--- config.mk ---
export PLATFORM = sky130hd
export DESIGN_NAME = tam_ctrl
export DESIGN_NICKNAME = d
export VERILOG_FILES = /design/src/rtl/assert_macros.svh /design/src/rtl/tam_pkg.sv /design/src/rtl/tam_ctrl.sv
export SDC_FILE = /design/constraint.sdc
export NUM_CORES = 1
export LEC_CHECK = 0
export BUFFER_PORTS_ARGS = -buffer_cell sky130_fd_sc_hd__buf_2
export CAP_MARGIN = 20
export CELL_PAD_IN_SITES_DETAIL_PLACEMENT = 2
export CELL_PAD_IN_SITES_GLOBAL_PLACEMENT = 2
export CORE_MARGIN = 8
export CORE_UTILIZATION = 20
export CTS_CLUSTER_SIZE = 10
export DETAILED_ROUTE_END_ITERATION = 8
export PLACE_DENSITY = 0.79
export SKIP_LAST_GASP = 1
export SYNTH_ARGS = -nofsm -noshare
export SYNTH_HDL_FRONTEND = slang
export SYNTH_SLANG_ARGS = --single-unit
export TNS_END_PERCENT = 50
--- constraint.sdc ---
create_clock -name clk -period 2.9 [get_ports clk]
set_input_delay 0.29 -clock clk [delete_from_list [all_inputs] [get_ports clk]]
set_output_delay 0.29 -clock clk [all_outputs]
set_load 0.01 [all_outputs]
--- src/rtl/assert_macros.svh ---
// Assertion helpers shared by the RTL.
`ifndef ASSERT_MACROS_SVH
`define ASSERT_MACROS_SVH

// Checks that an implication holds at every clock edge outside reset.
`define ASSERT_IMPL(label, clk, rst_n, ante, cons) \
  label: assert property (@(posedge clk) disable iff (!rst_n) (ante) |-> (cons)) \
    else $error("assertion failed");

// Checks that a condition holds on the edge after the antecedent.
`define ASSERT_NEXT(label, clk, rst_n, ante, cons) \
  label: assert property (@(posedge clk) disable iff (!rst_n) (ante) |=> (cons)) \
    else $error("assertion failed");

`endif

--- src/rtl/tam_pkg.sv ---
`timescale 1ns / 1ps
package tam_pkg;

  typedef enum logic [1:0] {
    MODE_LOAD = 2'd0,
    MODE_SETPC = 2'd1,
    MODE_EXEC = 2'd2,
    MODE_NONE = 2'd3
  } mode_t;

  typedef enum logic [2:0] {
    ST_DONE = 3'd0,
    ST_OUTPUT = 3'd1,
    ST_INPUT = 3'd2,
    ST_HALTED = 3'd3,
    ST_DIVZERO = 3'd4,
    ST_ILLEGAL = 3'd5,
    ST_BOUNDS = 3'd6
  } status_t;

  localparam logic [7:0] OP_ASSIGN = 8'd0;
  localparam logic [7:0] OP_ADD = 8'd1;
  localparam logic [7:0] OP_SUB = 8'd2;
  localparam logic [7:0] OP_MUL = 8'd3;
  localparam logic [7:0] OP_SDIV = 8'd4;
  localparam logic [7:0] OP_CMP = 8'd5;
  localparam logic [7:0] OP_IN = 8'd6;
  localparam logic [7:0] OP_OUT = 8'd7;
  localparam logic [7:0] OP_MUL2 = 8'd19;
  localparam logic [7:0] OP_UDIV = 8'd20;
  localparam logic [7:0] OP_IN2 = 8'd22;
  localparam logic [7:0] OP_OUTU = 8'd23;
  localparam logic [7:0] OP_GOTO = 8'd128;
  localparam logic [7:0] OP_JEQ = 8'd129;
  localparam logic [7:0] OP_JNE = 8'd130;
  localparam logic [7:0] OP_JLT = 8'd131;
  localparam logic [7:0] OP_JGE = 8'd132;
  localparam logic [7:0] OP_JGT = 8'd133;
  localparam logic [7:0] OP_JLE = 8'd134;
  localparam logic [7:0] OP_JULT = 8'd147;
  localparam logic [7:0] OP_JUGE = 8'd148;
  localparam logic [7:0] OP_JUGT = 8'd149;
  localparam logic [7:0] OP_JULE = 8'd150;
  localparam logic [7:0] OP_STOP = 8'd153;

  typedef enum logic [3:0] {
    S_IDLE, S_FETCH, S_DECODE, S_RDA2, S_EXEC, S_DIV, S_WRQ, S_WRR, S_RESP
  } state_t;

  // Commands from the controller to the datapath.
  typedef struct packed {
    logic mem_wr_load;  // write the request's cell word
    logic rd_fetch;     // read instruction at pc
    logic rd_a1;        // read a1 operand (latch instruction)
    logic rd_a2;        // read a2 operand (latch x)
    logic latch_y;
    logic exec;         // perform the decoded operation
    logic div_start;
    logic div_step;
    logic wr_q;
    logic wr_r;
    logic set_pc;
    logic capture_in;
  } cmd_t;

  typedef struct packed {
    logic div_last;
    logic halted;
  } stat_t;

  // Maps a conditional jump opcode to a flag index; 10 means not a jump.
  function automatic logic [3:0] flag_for(input logic [7:0] op);
    logic [3:0] f;
    unique case (op)
      OP_JEQ: f = 4'd0;
      OP_JNE: f = 4'd1;
      OP_JLT: f = 4'd2;
      OP_JGT: f = 4'd3;
      OP_JLE: f = 4'd4;
      OP_JGE: f = 4'd5;
      OP_JULT: f = 4'd6;
      OP_JUGT: f = 4'd7;
      OP_JULE: f = 4'd8;
      OP_JUGE: f = 4'd9;
      default: f = 4'd10;
    endcase
    return f;
  endfunction

endpackage

--- src/rtl/tam_ctrl.sv ---
`timescale 1ns / 1ps
module tam_ctrl
  import tam_pkg::*;
(
  input  logic   clk,
  input  logic   rst_n,
  input  logic   in_valid,
  input  logic   in_stall_req,
  input  mode_t  mode,
  input  logic   is_div,
  input  logic   div_ok,
  input  logic   out_busy,
  input  stat_t  stat,
  output logic   in_take,
  output logic   resp_fire,
  output cmd_t   cmd
);

  state_t state_r, state_nxt;

  always_ff @(posedge clk) begin
    if (!rst_n) begin
      state_r <= S_IDLE;
    end else begin
      state_r <= state_nxt;
    end
  end

  always_comb begin
    state_nxt = state_r;
    cmd = '0;
    in_take = 1'b0;
    resp_fire = 1'b0;
    unique case (state_r)
      S_IDLE: begin
        if (in_valid && !in_stall_req) begin
          in_take = 1'b1;
          cmd.capture_in = 1'b1;
          if (mode == MODE_LOAD) begin
            cmd.mem_wr_load = 1'b1;
            state_nxt = S_RESP;
          end else if (mode == MODE_SETPC) begin
            cmd.set_pc = 1'b1;
            state_nxt = S_RESP;
          end else if (mode == MODE_EXEC && !stat.halted) begin
            state_nxt = S_FETCH;
          end else begin
            state_nxt = S_RESP;
          end
        end
      end
      S_FETCH: begin
        cmd.rd_fetch = 1'b1;
        state_nxt = S_DECODE;
      end
      S_DECODE: begin
        cmd.rd_a1 = 1'b1;
        state_nxt = S_RDA2;
      end
      S_RDA2: begin
        cmd.rd_a2 = 1'b1;
        state_nxt = S_EXEC;
      end
      S_EXEC: begin
        cmd.latch_y = 1'b1;
        cmd.exec = 1'b1;
        if (is_div && div_ok) begin
          cmd.div_start = 1'b1;
          state_nxt = S_DIV;
        end else begin
          state_nxt = S_RESP;
        end
      end
      S_DIV: begin
        cmd.div_step = 1'b1;
        if (stat.div_last) state_nxt = S_WRQ;
      end
      S_WRQ: begin
        cmd.wr_q = 1'b1;
        state_nxt = S_WRR;
      end
      S_WRR: begin
        cmd.wr_r = 1'b1;
        state_nxt = S_RESP;
      end
      S_RESP: begin
        if (!out_busy) begin
          resp_fire = 1'b1;
          state_nxt = S_IDLE;
        end
      end
      default: state_nxt = S_IDLE;
    endcase
  end

endmodule

Word-level counts from Yosys, hierarchy flattened
Cells that the tools add are included.
Widths: inputs -> output; s select.
{"block": "classes", "n_eq_ne": 13, "n_reduce_logical": 8, "n_mux": 27}
{"op": "$pmux 4 s9", "n": 1}
{"op": "$mux 4", "n": 7}
{"op": "$eq 4x3->1 const B", "n": 4}
{"op": "$mux 1", "n": 16}
{"op": "$eq 4x2->1 const B", "n": 2}
{"op": "$ne 2x2->1 const B", "n": 3}
{"op": "$eq 4x1->1 const B", "n": 1}
{"op": "$eq 4x4->1 const B", "n": 1}
{"op": "$logic_not 4->1", "n": 1}
{"op": "$mux 2", "n": 2}
{"op": "$logic_and 1x1->1", "n": 3}
{"op": "$mux 3", "n": 1}
{"op": "$reduce_and 3->1", "n": 1}
{"op": "$eq 2x1->1 const B", "n": 1}
{"op": "$eq 2x2->1 const B", "n": 1}
{"op": "$logic_not 1->1", "n": 2}
{"op": "$logic_not 2->1", "n": 1}
{"block": "totals", "out_inout_bits": 14, "reg_bits": 4, "elab_cells": 49, "in_bits": 11}

Longest topological paths before layout
{"block": "depth", "depth_word": 7, "depth_mapped": 5, "mapped_depth_nobuf": 4}

Worst setup path before layout
Ideal clock, no wire load.
{"block": "synth_timing", "kind": "register to output", "startpoint": "register state_r[2]", "endpoint": "output port cmd[11] (netlist bit)", "n_path_buf": 1, "slack_ns": 1.099, "path_stages_with_launch": 5, "required_time_ns": 2.610, "t_arrival_ns": 1.511, "cell_sequence": "dfxtp_1 -> buf_4 -> or4_4 -> or3b_4 -> nor3_1"}
{"element": "from (decl)", "line": "tam_ctrl.sv:19", "source": "state_t state_r, state_nxt;"}
{"element": "from (signal assigned)", "line": "tam_ctrl.sv:25", "source": "state_r <= state_nxt;"}
{"element": "to (decl)", "line": "tam_ctrl.sv:16", "source": "output cmd_t cmd"}

==> impl_table.tex <==
\begin{tabular}{lr}
\hline
Metric & Value \\
\hline
\multicolumn{2}{l}{\textbf{Logic synthesis}} \\
\quad Synthesized instance count & 52 \\
\quad Top area cells in the synthesized netlist & sky130\_fd\_sc\_hd\_\_dfxtp\_1, sky130\_fd\_sc\_hd\_\_nor3\_1, sky130\_fd\_sc\_hd\_\_buf\_4, sky130\_fd\_sc\_hd\_\_nand2\_1, sky130\_fd\_sc\_hd\_\_nor4\_1 \\
\quad Mean cell area of the mapped netlist & between 7 and 8 sq um \\
\quad Post-Synth Simple-Gate Area & 44.8\% \\
\quad Warnings, synthesis & 0 \\
\quad Proportion of synthesized flip-flops having asynchronous set or reset & 0\% \\
\quad Compound-Gate Fraction of Synth Area & 18.4\% \\
\quad Number of flops mapped to enable cells by yosys & 0 \\
\quad Arithmetic-cell share of the synthesized area counting full adders, half adders and majority gates & 0\% \\
\quad Yosys top cell by area & sky130\_fd\_sc\_hd\_\_dfxtp\_1 \\
\quad Most common cell in the synthesized netlist & sky130\_fd\_sc\_hd\_\_nor3\_1 \\
\quad Post-synthesis cell area & 374 sq um \\
\quad Share of the yosys chip area belonging to registers & 21.4\% \\
\quad Commonest cells in the synthesized netlist & sky130\_fd\_sc\_hd\_\_nor3\_1, sky130\_fd\_sc\_hd\_\_nand2\_1, sky130\_fd\_sc\_hd\_\_dfxtp\_1, sky130\_fd\_sc\_hd\_\_inv\_1 \\
\quad Area share of xor/xnor cells in the synthesized design & 2.34\% \\
\quad Primary flip-flop cell chosen by synthesis mapping & sky130\_fd\_sc\_hd\_\_dfxtp\_1 \\
\quad Main combinational cell family by area after synthesis & simple AND/OR/NAND/NOR gates \\
\quad Share of cell area taken by muxes after synthesis & 0\% \\
\quad Top-area cell type share of the netlist area & 21.4\% \\
\quad \#FFs+latches synth & 4 \\
\quad Syn nets & 63 \\
\quad Distinct cell type count after synthesis & 26 \\
\multicolumn{2}{l}{\textbf{Global route}} \\
\quad Total gr overflow & 0 \\
\quad Vias in the first global route & 484 \\
\quad Global-route wire length before repair & about 2200 um \\
\quad Antenna violations before repair & 0 \\
\quad Maximum number of pins on one net before global-route repair & 14 \\
\quad Overall Global Routing Usage & between 7 and 8\% \\
\multicolumn{2}{l}{\textbf{Detailed routing}} \\
\quad Drt via density & between 4 and 5 \\
\quad First DRT Iteration DRCs & 5 \\
\quad Number of detailed-route iterations in the first pass & 2 \\
\quad Antenna Nets Post-Route & 0 \\
\quad Post-route DRC violation count & 0 \\
\quad Total wire length after detailed routing & 1340 um \\
\quad Via count & 446 \\
\quad Post-DR wirelength/cell & between 10 and 15 um \\
\multicolumn{2}{l}{\textbf{STA}} \\
\quad Slew at the pin with the worst max-slew slack & between 0.7 and 0.8 ns \\
\quad Final min period & roughly 2.2 ns \\
\quad Fin Hold WS & between 0.3 and 0.4 ns \\
\quad Upper clock frequency limit & 447 MHz \\
\quad Period utilization & 77.2\% \\
\quad RSZ-0062 raised after global routing & false \\
\quad Final-layout setup total negative slack & 0 ns \\
\quad Final setup skew & around 0.0016 ns \\
\quad Final Slew Violations & 0 \\
\quad Worst slew slack as a fraction of its limit & 52.0\% \\
\quad Final count of negative-setup-slack endpoints & 0 \\
\quad Final Hold Violating Endpoints & 0 \\
\multicolumn{2}{l}{\textbf{Clock tree}} \\
\quad CTS tree & built \\
\quad Root buf cell & sky130\_fd\_sc\_hd\_\_clkbuf\_4 \\
\quad TritonCTS sink count & 4 \\
\quad Clock transition at path regs & 0.03 ns \\
\quad Setup Buffers After CTS & 0 \\
\quad CTS-repair resized insts & 0 \\
\quad Number of H-tree levels & 1 \\
\quad Clock latency reported for the late side of the worst-skew pair & 0.23 ns \\
\quad Hold-fix buffers at CTS & 0 \\
\quad TritonCTS buffer count & 3 \\
\quad Max clock buf depth & 2 \\
\multicolumn{2}{l}{\textbf{Floorplan}} \\
\quad Number of placed I/O pins & 25 \\
\quad Floorplan core area & 1750 sq um \\
\quad Full die area & $\sim$3500 sq um \\
\quad Die Ht & 59.3 um \\
\quad Effective utilization at floorplan & 21.4\% \\
\quad Die X & between 50 and 60 um \\
\quad Core Rows & 15 \\
\multicolumn{2}{l}{\textbf{Flow run}} \\
\quad \# Max-Cap Violations & 0 \\
\multicolumn{2}{l}{\textbf{Placed design}} \\
\quad DPL Wire Length & 1130 um \\
\quad Cell area reported after detailed placement & around 490 sq um \\
\quad Weighted congestion reported at the end of routability-driven placement & 0.748 \\
\quad Number of port buffers & 24 \\
\multicolumn{2}{l}{\textbf{Layout}} \\
\quad Share of post-route cells with drive strength above 1 & 43.8\% \\
\quad Number of flip-flops in the largest register & 4 \\
\quad Filler cells & 225 \\
\quad Largest registers ranked by flip-flop count & state\_r (4) \\
\quad Register with the most flip-flops & state\_r \\
\quad NumNets Final & between 80 and 90 \\
\quad Final instance area & 514 sq um \\
\quad Area of all sequential standard cells & approximately 80 sq um \\
\quad Combined area of the multi-input logic cells & 245 sq um \\
\quad Count of antenna diodes in the layout & 0 \\
\quad Area grow syn2layout & 37.5\% \\
\multicolumn{2}{l}{\textbf{Setup path}} \\
\quad Type of element capturing the critical path & output pin \\
\quad Highest fanout seen on the critical path & 13 \\
\quad Critical Setup Path Class & register to output pin \\
\quad Kind of start point of the critical path & register \\
\quad Critical-path top delay cell & sky130\_fd\_sc\_hd\_\_or4\_4 \\
\quad Worst endpoint data arrival time & 1.95 ns \\
\quad Largest stage delay on the critical path & 0.59 ns \\
\quad Worst path cell trace & or4\_4 -> or3b\_4 -> nor3b\_2 -> buf\_2 \\
\quad Critical Path RT & around 2.6 ns \\
\multicolumn{2}{l}{\textbf{Min path}} \\
\quad Hold Path Class & input port to register \\
\multicolumn{2}{l}{\textbf{Power}} \\
\quad Power per cell area & around 310 nW/um\^{}2 \\
\quad Peak VDD IR & 0.126 mV \\
\quad LEAKAGE & 0.248 nW \\
\multicolumn{2}{l}{\textbf{Status}} \\
\quad Run status & finished, final reports clean \\
\hline
\end{tabular}
-- kinds of logic (layout without fill, tap and decap cells) --
family | after synthesis | after routing
flops | 4 | 4
compound gates | 9 | 9
buf+inv | 10 | 31
xor+xnor | 1 | 1
simple gates | 28 | 28
-- cell type report --
class | count | share of cell area [%]
well taps | 25 | 6.08
multi-input cells | 38 | 47.7
flip-flops and latches | 4 | 15.6
inverters | 4 | 2.92
repair buffers | 24 | 23.4
clock buffers | 3 | 4.38
-- final timing paths --
kind                            startpoint  depth (start not counted)         end  slack [ns]
worst max-delay path            state_r[0]                          4      cmd[1]        0.66
worst min-delay path                 rst_n                          2  state_r[2]        0.34
worst max register to register  state_r[1]                          4  state_r[0]        1.11
worst min register to register  state_r[3]                          1  state_r[0]        0.70
-- per-stage QoR --
stage | util, % | instances | setup slack (ns) | power [W]
floorplan | - | 52 | 1.10 | 0.0000798
global placement | 28.2 | 95 | 0.926 | 0.0000930
detailed placement | 28.2 | 95 | 0.894 | 0.0000944
CTS | 29.5 | 98 | 0.641 | 0.000165
global route | 29.5 | 98 | 0.570 | 0.000170
finish | 29.5 | 98 | 0.661 | 0.000159
-- power by group --
part / total [W] / switching (W) / internal [W] / leakage, nW
sequential: 0.0000608 / 0.00000402 / 0.0000568 / 0.0324
combinational: 0.0000322 / 0.0000156 / 0.0000166 / 0.201
clock: 0.0000657 / 0.0000197 / 0.0000461 / 0.0138
total: 0.000159 / 0.0000392 / 0.000119 / 0.248
-- placed cells by master, fill, tap and decap left out, types with 2 or more instances in the layout --
master                      instances
sky130_fd_sc_hd__a2111oi_0          2
sky130_fd_sc_hd__a21oi_1            2
sky130_fd_sc_hd__buf_2             24
sky130_fd_sc_hd__clkbuf_4           3
sky130_fd_sc_hd__dfxtp_1            4
sky130_fd_sc_hd__inv_1              4
sky130_fd_sc_hd__nand2_1            5
sky130_fd_sc_hd__nor2_1             3
sky130_fd_sc_hd__nor3_1             8
sky130_fd_sc_hd__nor4_1             3
-- metal layers --
metal	wire [um]	part of all wire, %	global-route usage, %	vias up
met3	93	6.9	2.60	2
met5	0	0	0	-
met1	556	41	7.90	201
met2	687	51	13.9	11
met4	7	0.52	5.12	0
li1	-	-	-	232
-- critical path, delay by kind of cell, from the launching register on --
family | cells | cell delay (ns)
buffers and inverters | 1 | 0.15
AND/OR/NAND/NOR | 3 | 1.15
flip-flops | 1 | 0.42
No activity file was read; power rests on OpenSTA's default activity.
